===== src/sv/dep_pkg.sv =====
// Package for the directory entry parser: result kinds, result record type,
// header byte positions and configuration register indexes. No dependencies.

package dep_pkg;

  localparam int OFFSET_BITS_DEF = 12;
  localparam int CNT_W = 13;
  localparam int RLEN_W = 16;
  localparam int BS_W = 17;
  localparam int MAX_LOG_BS = 2;

  localparam logic [CNT_W-1:0] POS_RLEN_LO = 13'd4;
  localparam logic [CNT_W-1:0] POS_RLEN_HI = 13'd5;
  localparam logic [CNT_W-1:0] POS_NAME_LEN = 13'd6;
  localparam logic [CNT_W-1:0] POS_TYPE = 13'd7;
  localparam logic [CNT_W-1:0] HDR_LEN = 13'd8;
  localparam logic [CNT_W-1:0] POS_NAME_2ND = 13'd9;

  localparam logic [7:0] DOT = 8'h2E;
  localparam logic [1:0] ALIGN_MASK = 2'b11;

  localparam int CFG_IDX_W = 1;
  localparam logic [CFG_IDX_W-1:0] CFG_LOG_BLOCK_SIZE = 1'b0;
  localparam logic [CFG_IDX_W-1:0] CFG_FILETYPE = 1'b1;

  typedef enum logic [1:0] {
    KIND_NAME    = 2'd0,
    KIND_ENTRY   = 2'd1,
    KIND_CORRUPT = 2'd2
  } kind_t;

  typedef struct packed {
    kind_t       kind;
    logic [7:0]  name_byte;
    logic [31:0] inode;
    logic [7:0]  ftype;
    logic [7:0]  name_count;
    logic        last;
  } result_t;

endpackage


===== src/sv/directory_entry_parser.sv =====
// Directory entry parser: walks variable-length directory records
// from a byte stream and emits name bytes, entry records and corruption.
// Depends on dep_pkg.
//
// Flow: an item is held in the input register; its results enter the two-slot
// result queue when the item is processed and leave from the queue head.
// Throughput: one byte per cycle unless the queue stays full; a byte with two
// results also stalls while the queue holds an earlier result after any pop.
// Reset: synchronous active-low rst_n clears configuration, parse state and
// queue; a corrupt record freezes the parser until the next reset.

module directory_entry_parser #(
  parameter int OFFSET_BITS = dep_pkg::OFFSET_BITS_DEF
) (
  input  logic                          clk,
  input  logic                          rst_n,
  input  logic                          cfg_valid,
  output logic                          cfg_ready,
  input  logic [dep_pkg::CFG_IDX_W-1:0] cfg_index,
  input  logic [1:0]                    cfg_data,
  input  logic                          in_valid,
  output logic                          in_ready,
  input  logic [7:0]                    in_data_byte,
  output logic                          out_valid,
  input  logic                          out_ready,
  output logic [1:0]                    out_kind,
  output logic [7:0]                    out_name_byte,
  output logic [31:0]                   out_entry_inode,
  output logic [7:0]                    out_entry_type,
  output logic [7:0]                    out_entry_name_len,
  output logic                          out_last
);
  import dep_pkg::*;

  localparam logic [1:0] MAX_LOG =
    ((OFFSET_BITS - 10) < MAX_LOG_BS) ? 2'(OFFSET_BITS - 10) : 2'(MAX_LOG_BS);

  logic [1:0]             lbs_r;
  logic                   ft_r;
  logic                   st_v_r;
  logic [7:0]             st_b_r;
  logic [OFFSET_BITS-1:0] off_r, off_nxt;
  logic [OFFSET_BITS-1:0] rs_r, rs_nxt;
  logic [CNT_W-1:0]       rc_r, rc_nxt;
  logic [RLEN_W-1:0]      rl_r, rl_nxt;
  logic [7:0]             nl_r, nl_nxt;
  logic [31:0]            ino_r, ino_nxt;
  logic [7:0]             typ_r, typ_nxt;
  logic                   held_r, held_nxt;
  logic                   skip_r, skip_nxt;
  logic                   bad_r, bad_nxt;
  result_t                q0_r, q1_r, q0_nxt, q1_nxt;
  logic [1:0]             q_cnt_r, q_cnt_nxt;

  logic [1:0]             log_eff;
  logic [BS_W-1:0]        bs;
  logic [BS_W-1:0]        bs_mask;
  logic [7:0]             b;
  logic [1:0]             nn;
  logic                   ev;
  logic                   bad_ev;
  result_t                nm0, nm1, ent, r0, r1;
  logic [1:0]             n;
  logic                   pop;
  logic [1:0]             cnt_p;
  result_t                a0;
  logic                   room;
  logic                   proc;

  assign cfg_ready = 1'b1;
  assign b = st_b_r;

  always_comb begin
    log_eff = (lbs_r > MAX_LOG) ? MAX_LOG : lbs_r;
    bs = BS_W'(1024) << log_eff;
    bs_mask = bs - BS_W'(1);
  end

  always_comb begin
    off_nxt = off_r;
    rs_nxt = rs_r;
    rc_nxt = rc_r;
    rl_nxt = rl_r;
    nl_nxt = nl_r;
    ino_nxt = ino_r;
    typ_nxt = typ_r;
    held_nxt = held_r;
    skip_nxt = skip_r;
    bad_nxt = bad_r;
    nn = 2'd0;
    nm0 = '0;
    nm1 = '0;
    ent = '0;
    ev = 1'b0;
    bad_ev = 1'b0;
    if (!bad_r) begin
      if (rc_r == '0) begin
        rs_nxt = off_r;
      end
      if (rc_r < POS_RLEN_LO) begin
        case (rc_r[1:0])
          2'd0: ino_nxt = {24'b0, b};
          2'd1: ino_nxt[15:8] = b;
          2'd2: ino_nxt[23:16] = b;
          2'd3: ino_nxt[31:24] = b;
          default: ino_nxt = ino_r;
        endcase
      end else if (rc_r == POS_RLEN_LO) begin
        rl_nxt = {8'b0, b};
      end else if (rc_r == POS_RLEN_HI) begin
        rl_nxt[15:8] = b;
      end else if (rc_r == POS_NAME_LEN) begin
        nl_nxt = b;
        skip_nxt = (ino_r == '0);
        if ((rl_r < (RLEN_W'(b) + RLEN_W'(HDR_LEN))) || ((rl_r[1:0] & ALIGN_MASK) != 2'b0) ||
            ((BS_W'(rs_r) + BS_W'(rl_r)) > bs)) begin
          bad_ev = 1'b1;
          bad_nxt = 1'b1;
        end
      end else if (rc_r == POS_TYPE) begin
        typ_nxt = b;
      end else if ((rc_r < (CNT_W'(nl_r) + HDR_LEN)) && !skip_r) begin
        nm0.kind = KIND_NAME;
        nm1.kind = KIND_NAME;
        if (rc_r == HDR_LEN) begin
          held_nxt = 1'b0;
          if (nl_r == 8'd1 && b == DOT) begin
            skip_nxt = 1'b1;
          end else if (nl_r == 8'd2 && b == DOT) begin
            held_nxt = 1'b1;
          end else begin
            nm0.name_byte = b;
            nn = 2'd1;
          end
        end else if (rc_r == POS_NAME_2ND && nl_r == 8'd2 && held_r) begin
          if (b == DOT) begin
            skip_nxt = 1'b1;
          end else begin
            nm0.name_byte = DOT;
            nm1.name_byte = b;
            nn = 2'd2;
          end
        end else begin
          nm0.name_byte = b;
          nn = 2'd1;
        end
      end
      if (!bad_ev) begin
        if ((rc_r >= POS_TYPE) && ((RLEN_W'(rc_r) + RLEN_W'(1)) == rl_r)) begin
          ev = !skip_nxt;
          rc_nxt = '0;
        end else begin
          rc_nxt = rc_r + CNT_W'(1);
        end
        off_nxt = (off_r + OFFSET_BITS'(1)) & bs_mask[OFFSET_BITS-1:0];
      end
    end
    ent.kind = KIND_ENTRY;
    ent.inode = ino_nxt;
    ent.ftype = ft_r ? typ_nxt : 8'd0;
    ent.name_count = nl_nxt;
  end

  always_comb begin
    r0 = '0;
    r1 = '0;
    n = 2'd0;
    if (bad_ev) begin
      r0.kind = KIND_CORRUPT;
      r0.last = 1'b1;
      n = 2'd1;
    end else begin
      r0 = (nn != 2'd0) ? nm0 : ent;
      r1 = (nn == 2'd2) ? nm1 : ent;
      n = (nn + {1'b0, ev} > 2'd2) ? 2'd2 : nn + {1'b0, ev};
      if (n == 2'd2) begin
        r1.last = 1'b1;
      end else if (n == 2'd1) begin
        r0.last = 1'b1;
      end
    end
  end

  always_comb begin
    pop = (q_cnt_r != 2'd0) && out_ready;
    cnt_p = q_cnt_r - {1'b0, pop};
    a0 = pop ? q1_r : q0_r;
    room = (cnt_p == 2'd0) || (cnt_p == 2'd1 && n != 2'd2);
    proc = st_v_r && room;
    q0_nxt = (cnt_p == 2'd0) ? r0 : a0;
    q1_nxt = (cnt_p == 2'd0) ? r1 : (cnt_p == 2'd1) ? r0 : q1_r;
    q_cnt_nxt = cnt_p + (proc ? n : 2'd0);
  end

  assign in_ready = !st_v_r || proc;

  always_ff @(posedge clk) begin
    if (!rst_n) begin
      lbs_r <= '0;
      ft_r <= 1'b0;
    end else if (cfg_valid && cfg_ready) begin
      case (cfg_index)
        CFG_LOG_BLOCK_SIZE: lbs_r <= cfg_data;
        CFG_FILETYPE: ft_r <= cfg_data[0];
        default: lbs_r <= lbs_r;
      endcase
    end
  end

  always_ff @(posedge clk) begin
    if (in_valid && in_ready) begin
      st_b_r <= in_data_byte;
    end
    q0_r <= q0_nxt;
    q1_r <= q1_nxt;
  end

  always_ff @(posedge clk) begin
    if (!rst_n) begin
      st_v_r <= 1'b0;
      q_cnt_r <= '0;
      off_r <= '0;
      rs_r <= '0;
      rc_r <= '0;
      rl_r <= '0;
      nl_r <= '0;
      ino_r <= '0;
      typ_r <= '0;
      held_r <= 1'b0;
      skip_r <= 1'b0;
      bad_r <= 1'b0;
    end else begin
      if (in_valid && in_ready) begin
        st_v_r <= 1'b1;
      end else if (proc) begin
        st_v_r <= 1'b0;
      end
      q_cnt_r <= q_cnt_nxt;
      if (proc) begin
        off_r <= off_nxt;
        rs_r <= rs_nxt;
        rc_r <= rc_nxt;
        rl_r <= rl_nxt;
        nl_r <= nl_nxt;
        ino_r <= ino_nxt;
        typ_r <= typ_nxt;
        held_r <= held_nxt;
        skip_r <= skip_nxt;
        bad_r <= bad_nxt;
      end
    end
  end

  assign out_valid = (q_cnt_r != 2'd0);
  assign out_kind = q0_r.kind;
  assign out_name_byte = q0_r.name_byte;
  assign out_entry_inode = q0_r.inode;
  assign out_entry_type = q0_r.ftype;
  assign out_entry_name_len = q0_r.name_count;
  assign out_last = q0_r.last;

`ifndef SYNTH
  a_queue_bound: assert property (@(posedge clk) disable iff (!rst_n)
    q_cnt_r != 2'd3) else $error("result queue overflow");

  a_corrupt_sticky: assert property (@(posedge clk) disable iff (!rst_n)
    bad_r |=> bad_r) else $error("corrupt flag cleared without reset");

  a_pair_fits: assert property (@(posedge clk) disable iff (!rst_n)
    (proc && n == 2'd2) |-> (cnt_p == 2'd0)) else $error("two results pushed without room");

  a_corrupt_last: assert property (@(posedge clk) disable iff (!rst_n)
    (out_valid && out_kind == KIND_CORRUPT) |-> out_last)
    else $error("corrupt result not marked last");

  a_frozen_silent: assert property (@(posedge clk) disable iff (!rst_n)
    (proc && bad_r) |-> (n == 2'd0)) else $error("result after corrupt record");
`endif

endmodule


===== config.mk =====
export PLATFORM = sky130hd
export DESIGN_NAME = directory_entry_parser
export DESIGN_NICKNAME = d
export VERILOG_FILES = /design/src/sv/dep_pkg.sv /design/src/sv/directory_entry_parser.sv
export SDC_FILE = /design/constraint.sdc
export NUM_CORES = 1
export LEC_CHECK = 0
export BUFFER_PORTS_ARGS = -buffer_cell sky130_fd_sc_hd__buf_4
export CAP_MARGIN = 20
export CORE_UTILIZATION = 35
export CTS_CLUSTER_DIAMETER = 100
export CTS_CLUSTER_SIZE = 24
export DETAILED_ROUTE_END_ITERATION = 7
export GPL_TIMING_DRIVEN = 0
export PLACE_DENSITY = 0.59
export SYNTH_ARGS = -nofsm -noshare
export SYNTH_HDL_FRONTEND = slang
export SYNTH_SLANG_ARGS = --single-unit

===== constraint.sdc =====
create_clock -name clk -period 8.21 [get_ports clk]
set_input_delay 0.4105 -clock clk [delete_from_list [all_inputs] [get_ports clk]]
set_output_delay 0.4105 -clock clk [all_outputs]
set_load 0.005 [all_outputs]

**Word-level counts from Yosys, hierarchy flattened**

Index checks and enable logic that the tools add are counted.

- Add/sub/neg operators: 10
- $lt $le $gt $ge: 7
- Eq/ne operators: 18
- Shifts and indexed selects: 1
- Multiplexer cells: 98
- Bitwise logic cells: 9
- Reduce and logical (&&, ||, !) cells: 36

Operators by type and width:

| operator | number |
|---|---|
| $mux 59 | 7 |
| $mux 8 | 36 |
| $mux 32 | 2 |
| $mux 56 | 1 |
| $eq 13x3->1 const B | 4 |
| $pmux 8 s2 | 3 |
| $logic_not 32->1 | 1 |
| $mux 1 | 32 |
| $mux 2 | 15 |
| $eq 13x4->1 const B | 2 |
| $add 8x4->9 const B | 2 |
| $add 12x16->17 | 1 |
| $gt 17x17->1 | 1 |
| $shl 11x2->17 const A | 1 |
| $eq 14x16->1 | 1 |
| $lt 16x9->1 | 1 |
| $add 13x1->14 const B | 1 |
| $reduce_bool 2->1 | 7 |
| $add 13x1->13 const B | 1 |
| $ge 13x3->1 const B | 1 |
| $logic_not 13->1 | 1 |
| $lt 13x3->1 const B | 1 |
| $lt 13x9->1 | 1 |
| $mux 13 | 1 |
| 23 further kinds | 55 |

- Register bits: 236
- Input bits: 16
- Word-level logic and storage cells: 207

**Depth between registers and ports, before layout**

- Depth in word-level cells: 27
- Depth in mapped cells: 25

**Worst setup path before layout**

Ideal clock, no wire load.

- Path kind: reg-to-reg
- Start: register q_cnt_r[0]
- End: register q0_r (netlist bit out_entry_inode[0]), enable pin
- Setup time: 426 ps
- Arrival time: 6400 ps
- Required time: 7784 ps
- Path slack: 1383 ps
- Stages on the path, launching flop included: 8
- Path through: dfxtp_1 > or2_2 > and2_1 > ha_1 > xnor2_1 > nand2_1 > clkbuf_1 > nand2b_1

- Word-level cells in the longest chain between the ends: 5

Ends and longest elaborated chain:

| element | RTL line | source |
|---|---|---|
| from (decl) | directory_entry_parser.sv:53 | `logic [1:0] q_cnt_r, q_cnt_nxt;` |
| from (signal assigned) | directory_entry_parser.sv:238 | `q_cnt_r <= q_cnt_nxt;` |
| $reduce_bool 2->1 * | -- |  |
| net out_valid | directory_entry_parser.sv:24 | `output logic out_valid,` |
| $logic_and 1x1->1 * | directory_entry_parser.sv:185 | `pop = (q_cnt_r != 2'd0) && out_ready;` |
| $sub 2x1->2 | directory_entry_parser.sv:186 | `cnt_p = q_cnt_r - {1'b0, pop};` |
| $logic_not 2->1 | directory_entry_parser.sv:190 | `q0_nxt = (cnt_p == 2'd0) ? r0 : a0;` |
| $reduce_bool 2->1 (no line) * | -- |  |
| to (signal assigned) | directory_entry_parser.sv:214 | `q0_r <= q0_nxt;` |
| to (decl) | directory_entry_parser.sv:52 | `result_t q0_r, q1_r, q0_nxt, q1_nxt;` |

The timed path passes the listed nets; every way through them passes the cells marked *.
A chain may end at the register's enable or synchronous reset.

**Worst setup path after layout**

- Start: register rl_r[0]
- End: output in_ready

- Word-level cells in the longest chain between the ends: 20
- Elaborated cells between the ends (all ways): 27
- Those cells by class: 2 x add/sub; 3 x order compare; 2 x eq/ne; 12 x mux; 8 x reduce/logical

Ends and longest elaborated chain:

| element | RTL line | source |
|---|---|---|
| from (decl) | directory_entry_parser.sv:45 | `logic [RLEN_W-1:0] rl_r, rl_nxt;` |
| from (signal assigned) | directory_entry_parser.sv:243 | `rl_r <= rl_nxt;` |
| $add 12x16->17 (tied with other cells) | directory_entry_parser.sv:116 | `((BS_W'(rs_r) + BS_W'(rl_r)) > bs)) begin` |
| $gt 17x17->1 / $logic_or 1x1->1 (equally long branches) | directory_entry_parser.sv:116, directory_entry_parser.sv:115 |  |
| $logic_or 1x1->1 | directory_entry_parser.sv:115 | `if ((rl_r < (RLEN_W'(b) + RLEN_W'(HDR_LEN))) \|\| ((rl_r[1:0] & ALIGN_MASK) != 2'b0) \|\|` |
| $mux 1 | directory_entry_parser.sv:115 |  |
| $mux 1 | directory_entry_parser.sv:112 | `end else if (rc_r == POS_NAME_LEN) begin` |
| $mux 1 | directory_entry_parser.sv:110 | `end else if (rc_r == POS_RLEN_HI) begin` |
| $mux 1 | directory_entry_parser.sv:108 | `end else if (rc_r == POS_RLEN_LO) begin` |
| $mux 1 | directory_entry_parser.sv:100 | `if (rc_r < POS_RLEN_LO) begin` |
| (+4 left out) | -- |  |
| $gt 2x2->1 | directory_entry_parser.sv:175 | `n = (nn + {1'b0, ev} > 2'd2) ? 2'd2 : nn + {1'b0, ev};` |
| $mux 2 | directory_entry_parser.sv:175 |  |
| $mux 2 * | directory_entry_parser.sv:168 | `if (bad_ev) begin` |
| $ne 2x2->1 * | directory_entry_parser.sv:188 | `room = (cnt_p == 2'd0) \|\| (cnt_p == 2'd1 && n != 2'd2);` |
| $logic_and 1x1->1 * | directory_entry_parser.sv:188 |  |
| $logic_or 1x1->1 * | directory_entry_parser.sv:188 |  |
| $logic_and 1x1->1 * | directory_entry_parser.sv:189 | `proc = st_v_r && room;` |
| $logic_or 1x1->1 * | directory_entry_parser.sv:195 | `assign in_ready = !st_v_r \|\| proc;` |
| to (decl) | directory_entry_parser.sv:22 | `output logic in_ready,` |

Mark *: on every way between the ends. The rest lies on a longest branch, timed or not. The select of a mux whose other input is x is not followed.

==> run_summary.xml <==
<?xml version="1.0" encoding="UTF-8"?>
<metrics>
  <group name="floorplan">
    <metric name="initial_core_util" unit="%">35.8</metric>
    <metric name="floorplan.rows" unit="">67</metric>
    <metric name="core" unit="um2">33700</metric>
    <metric name="die_width" unit="um">188</metric>
    <metric name="io-pin-count" unit="">78</metric>
    <metric name="die_area" unit="um2">35300</metric>
    <metric name="die-height" unit="um">188</metric>
  </group>
  <group name="clock_tree">
    <metric name="cts_repair_resize_count" unit="">0</metric>
    <metric name="post_cts_hold_buffer_count" unit="">0</metric>
    <metric name="cts_root_buffer_type" unit="">sky130_fd_sc_hd__clkbuf_16</metric>
    <metric name="cts_setup_buffers" unit="">0</metric>
    <metric name="ctsHtreeMaxLevel" unit="">1</metric>
    <metric name="cts_made_buffers" unit="">13</metric>
    <metric name="clk_pin_slew" unit="ns">0.11</metric>
    <metric name="ctsLongestPathBuffers" unit="">3</metric>
    <metric name="cts.sinks" unit="">236</metric>
    <metric name="tritoncts" unit="">yes</metric>
    <metric name="worstSkewPairLatency" unit="ns">0.49</metric>
  </group>
  <group name="logic_synthesis">
    <metric name="syn_avg_cell_area" unit="um2">10.2</metric>
    <metric name="leading_area_contributor_after_synthesis" unit="">sky130_fd_sc_hd__edfxtp_1</metric>
    <metric name="yosysUniqueCellTypes" unit="">75</metric>
    <metric name="async_reset_ff_share" unit="%">0</metric>
    <metric name="number_of_register_bits_inferred_by_synthesis" unit="">236</metric>
    <metric name="yosys_warnings" unit="">0</metric>
    <metric name="synth_top_area_share" unit="%">31.3</metric>
    <metric name="mappedNetlistArea" unit="um2">12100</metric>
    <metric name="netlist_top_cells_area" unit="">sky130_fd_sc_hd__edfxtp_1 (31%), sky130_fd_sc_hd__dfxtp_1 (18%), sky130_fd_sc_hd__mux2i_1 (7.1%), sky130_fd_sc_hd__ha_1 (4.4%), sky130_fd_sc_hd__nand2_1 (4.1%)</metric>
    <metric name="synth-main-ff-cell" unit="">sky130_fd_sc_hd__edfxtp_1</metric>
    <metric name="post_synth_edffs" unit="">126</metric>
    <metric name="post_synth_inst_count" unit="">1183</metric>
    <metric name="yosysSeqAreaShare" unit="%">49.6</metric>
  </group>
  <group name="sta">
    <metric name="tightest_slew" unit="ns">1.12</metric>
    <metric name="grt_setup_unrepaired" unit="">no</metric>
    <metric name="timing.final.setup_violations" unit="">0</metric>
    <metric name="worst_clock_skew" unit="ns">0.0237</metric>
    <metric name="drv_slew" unit="">0</metric>
    <metric name="max_freq" unit="GHz">0.145</metric>
    <metric name="holdWs" unit="ns">0.0970</metric>
    <metric name="hold_viol" unit="">0</metric>
    <metric name="final_period_minus_worst_setup_slack" unit="ns">6.90</metric>
    <metric name="timing.slew.headroom" unit="%">24.7</metric>
    <metric name="period_utilization" unit="%">84.0</metric>
  </group>
  <group name="pwr">
    <metric name="power.density_cell_area" unit="nW/um2">214</metric>
    <metric name="ir_drop" unit="uV">118</metric>
    <metric name="p_leak" unit="nW">5.46</metric>
    <metric name="report.power.total" unit="W">0.00293</metric>
  </group>
  <group name="worst_setup_path">
    <metric name="crit_arrival" unit="ns">6.49</metric>
    <metric name="worstPathCellList" unit="">ha_1 &gt; inv_1 &gt; fa_1 &gt; nor2b_1 &gt; o21bai_1 &gt; a211oi_1 &gt; nor3_1 &gt; xnor2_1 &gt; ha_1 &gt; and4b_1 &gt; o2111ai_1 &gt; a211oi_1 &gt; nor4bb_1 &gt; a41oi_1 &gt; o31ai_1 &gt; nor4bb_1 &gt; ha_1 &gt; xnor2_2 &gt; or2_1 &gt; o21ai_0 &gt; nand2_1 &gt; buf_4</metric>
    <metric name="crit_path_max_fanout" unit="">5</metric>
    <metric name="timing.reg2reg.setup_slack" unit="ns">1.39</metric>
    <metric name="launch_instance_of_the_worst_register_to_register_path" unit="">rl_r[0]$_SDFFE_PN0P_</metric>
    <metric name="library_cell_appearing_most_often_on_the_critical_path" unit="">sky130_fd_sc_hd__ha_1</metric>
    <metric name="critPathSlowestCell" unit="">sky130_fd_sc_hd__o31ai_1</metric>
    <metric name="worstSetupPathType" unit="">reg -&gt; out</metric>
    <metric name="critPathMaxStageDelay" unit="ns">0.59</metric>
    <metric name="critical_path.endpoint_type" unit="">primary output</metric>
    <metric name="worstSetupStartpointType" unit="">register</metric>
    <metric name="r2r-end" unit="">rl_r[13]$_SDFFE_PN0P_</metric>
    <metric name="worstPathRequired" unit="ns">7.80</metric>
    <metric name="r2r.worst_path.cells" unit="">22</metric>
  </group>
  <group name="drt">
    <metric name="firstDrtPassIters" unit="">5</metric>
    <metric name="remaining_drc_errors" unit="">0</metric>
    <metric name="via_count" unit="">9399</metric>
    <metric name="wl_per_cell" unit="um">18.7</metric>
    <metric name="detailedRoute.firstIterationViolations" unit="">767</metric>
    <metric name="drt-total-wl" unit="um">32500</metric>
    <metric name="avgViaCountPerCell" unit="">5.41</metric>
    <metric name="antenna_left" unit="">0</metric>
  </group>
  <group name="cells_and_area">
    <metric name="layout-area-overhead-vs-synth" unit="%">13.2</metric>
    <metric name="fillers" unit="">3343</metric>
    <metric name="layout-drive-gt1-share" unit="%">11.3</metric>
    <metric name="fin_nets" unit="">1340</metric>
  </group>
  <group name="job">
    <metric name="max_cap_viol_count" unit="">0</metric>
  </group>
  <group name="global_routing">
    <metric name="antenna_found_initial" unit="">0</metric>
    <metric name="vias_in_the_first_global_route" unit="">8836</metric>
    <metric name="grt_pass1_wl" unit="um">50600</metric>
    <metric name="grt_use_total" unit="%">18.2</metric>
    <metric name="grt_remaining_overflow" unit="">0</metric>
    <metric name="pin_count_of_the_biggest_net_entering_global_routing" unit="">42</metric>
  </group>
  <group name="run_status">
    <metric name="outcome" unit="">finished clean</metric>
  </group>
  <group name="min_path">
    <metric name="worstHoldEndpoint" unit="">b[5]$_DFFE_PP_</metric>
    <metric name="hp-class" unit="">in -&gt; reg</metric>
    <metric name="timing.hold.worst.start" unit="">in_data_byte[5]</metric>
    <metric name="min_delay_path_depth" unit="">1</metric>
  </group>
  <group name="placed_design">
    <metric name="place_hpwl" unit="um">24300</metric>
    <metric name="place_congestion" unit="">0.892</metric>
    <metric name="portBuffers" unit="">76</metric>
  </group>
</metrics>
-- registers in the layout, indices dropped and copies added (netlist names), 12 cells and up --
register,flops
rl_r,16
out_entry_inode,32
rs_r,12
ino_r,32
rc_r,13
q1_r,59
off_r,12
-- where the power goes --
| group | switching, W | internal, W | total, W |
|---|---|---|---|
| clock | 0.000377 | 0.000300 | 0.000678 |
| sequential | 0.0000628 | 0.00150 | 0.00157 |
| combinational | 0.000454 | 0.000231 | 0.000685 |
| total | 0.000894 | 0.00203 | 0.00293 |
-- cell type report --
cell class	count	area (um2)	area share [%]
Buffer	76	323	2.36
Timing Repair Buffer	82	656	4.80
Inverter	23	86.3	0.632
Antenna cell	1	2.50	0.0183
Tap cell	448	561	4.10
Multi-Input combinational cell	849	5700	41.7
Clock inverter	1	5.00	0.0366
Clock buffer	20	352	2.57
Sequential cell	236	5990	43.8
-- worst max path at each step --
stage / from / endpoint / slack [ns] / depth (start not counted)
6_report: rl_r[0]$_SDFFE_PN0P_ / in_ready / 1.31 / 22
5_1_grt: rl_r[0]$_SDFFE_PN0P_ / in_ready / 0.92 / 22
4_1_cts: rl_r[0]$_SDFFE_PN0P_ / in_ready / 1.36 / 22
3_5_place_dp: rl_r[0]$_SDFFE_PN0P_ / rl_r[13]$_SDFFE_PN0P_ / 1.48 / 22
3_3_place_gp: q_cnt_r[0]$_SDFF_PN0_ / out_entry_name_len[2]$_DFFE_PP_ / -1.23 / 7
2_1_floorplan: q_cnt_r[0]$_SDFF_PN0_ / out_entry_inode[0]$_DFFE_PP_ / 1.38 / 7
-- cell usage after synthesis (4+ instances only) --
library cell / instances
sky130_fd_sc_hd__a211oi_1: 14
sky130_fd_sc_hd__a21oi_1: 39
sky130_fd_sc_hd__a22o_1: 42
sky130_fd_sc_hd__a32o_1: 8
sky130_fd_sc_hd__and2_1: 29
sky130_fd_sc_hd__and3_1: 26
sky130_fd_sc_hd__buf_1: 6
sky130_fd_sc_hd__buf_2: 12
sky130_fd_sc_hd__clkbuf_1: 54
sky130_fd_sc_hd__dfxtp_1: 110
sky130_fd_sc_hd__edfxtp_1: 126
sky130_fd_sc_hd__ha_1: 42
sky130_fd_sc_hd__inv_1: 21
sky130_fd_sc_hd__mux2_2: 8
sky130_fd_sc_hd__mux2i_1: 86
sky130_fd_sc_hd__nand2_1: 132
sky130_fd_sc_hd__nand2b_1: 15
sky130_fd_sc_hd__nand3_1: 33
sky130_fd_sc_hd__nand4_1: 20
sky130_fd_sc_hd__nand4b_1: 6
sky130_fd_sc_hd__nor2_1: 104
sky130_fd_sc_hd__nor2b_1: 14
sky130_fd_sc_hd__nor3_1: 12
sky130_fd_sc_hd__nor3b_1: 4
sky130_fd_sc_hd__nor4_1: 21
sky130_fd_sc_hd__o211ai_1: 15
sky130_fd_sc_hd__o21a_1: 5
sky130_fd_sc_hd__o21ai_0: 48
sky130_fd_sc_hd__o21ai_1: 4
sky130_fd_sc_hd__o21bai_1: 5
sky130_fd_sc_hd__o31ai_1: 5
sky130_fd_sc_hd__o41ai_1: 7
sky130_fd_sc_hd__or2_2: 5
sky130_fd_sc_hd__or4_1: 5
sky130_fd_sc_hd__xnor2_1: 19
sky130_fd_sc_hd__xor2_1: 17
-- kinds of logic after synthesis --
group | after synthesis | share of synthesized area (%)
simple gates | 450 | 18.8
mux | 94 | 7.87
fa+ha+maj | 43 | 4.52
compound gates | 223 | 13.1
flops | 236 | 49.6
other cells | 1 | 0.0311
buf+inv | 99 | 3.39
xor+xnor | 37 | 2.75
-- cells in the final DEF, fill, tap and decap left out, types with 39 or more instances in the layout --
cell type / count
sky130_fd_sc_hd__a21oi_1: 39
sky130_fd_sc_hd__a22o_1: 42
sky130_fd_sc_hd__buf_4: 78
sky130_fd_sc_hd__clkbuf_1: 61
sky130_fd_sc_hd__dfxtp_1: 110
sky130_fd_sc_hd__edfxtp_1: 126
sky130_fd_sc_hd__ha_1: 42
sky130_fd_sc_hd__mux2i_1: 86
sky130_fd_sc_hd__nand2_1: 132
sky130_fd_sc_hd__nor2_1: 104
sky130_fd_sc_hd__o21ai_0: 48
-- critical path, delay by kind of cell, from the launching register on --
| kind | cells | cell delay, ns |
|---|---|---|
| adder cells (fa/ha/maj) | 4 | 1.20 |
| AND/OR/NAND/NOR | 7 | 1.67 |
| AO/OA/AOI/OAI | 7 | 2.12 |
| XOR/XNOR | 2 | 0.28 |
| buffers and inverters | 2 | 0.23 |
| flip-flops | 1 | 0.50 |
-- metrics by stage --
stage	area (um2)	TNS, ns	std cells	utilization [%]	worst slack, ns
2_1_floorplan	12100	0	1184	-	1.38
5_1_grt	13700	0	1735	40.5	0.923
6_report	13700	0	1736	40.6	1.31
3_5_place_dp	13300	0	1713	39.5	1.48
4_1_cts	13700	0	1734	40.5	1.36
3_3_place_gp	13200	-125.02	1708	39.2	-1.23
-- per-layer routing --
metal  up-vias  part of all wire (%)  wire (um)  track usage, %
li1       4542                     -          -               -
met3        40                   4.9       1590            1.91
met5         -                     0          0               0
met4         0                   2.2        722            4.38
met2       249                    44      14400            28.5
met1      4568                    48      15800            26.7
(Power assumes the default switching activity.)
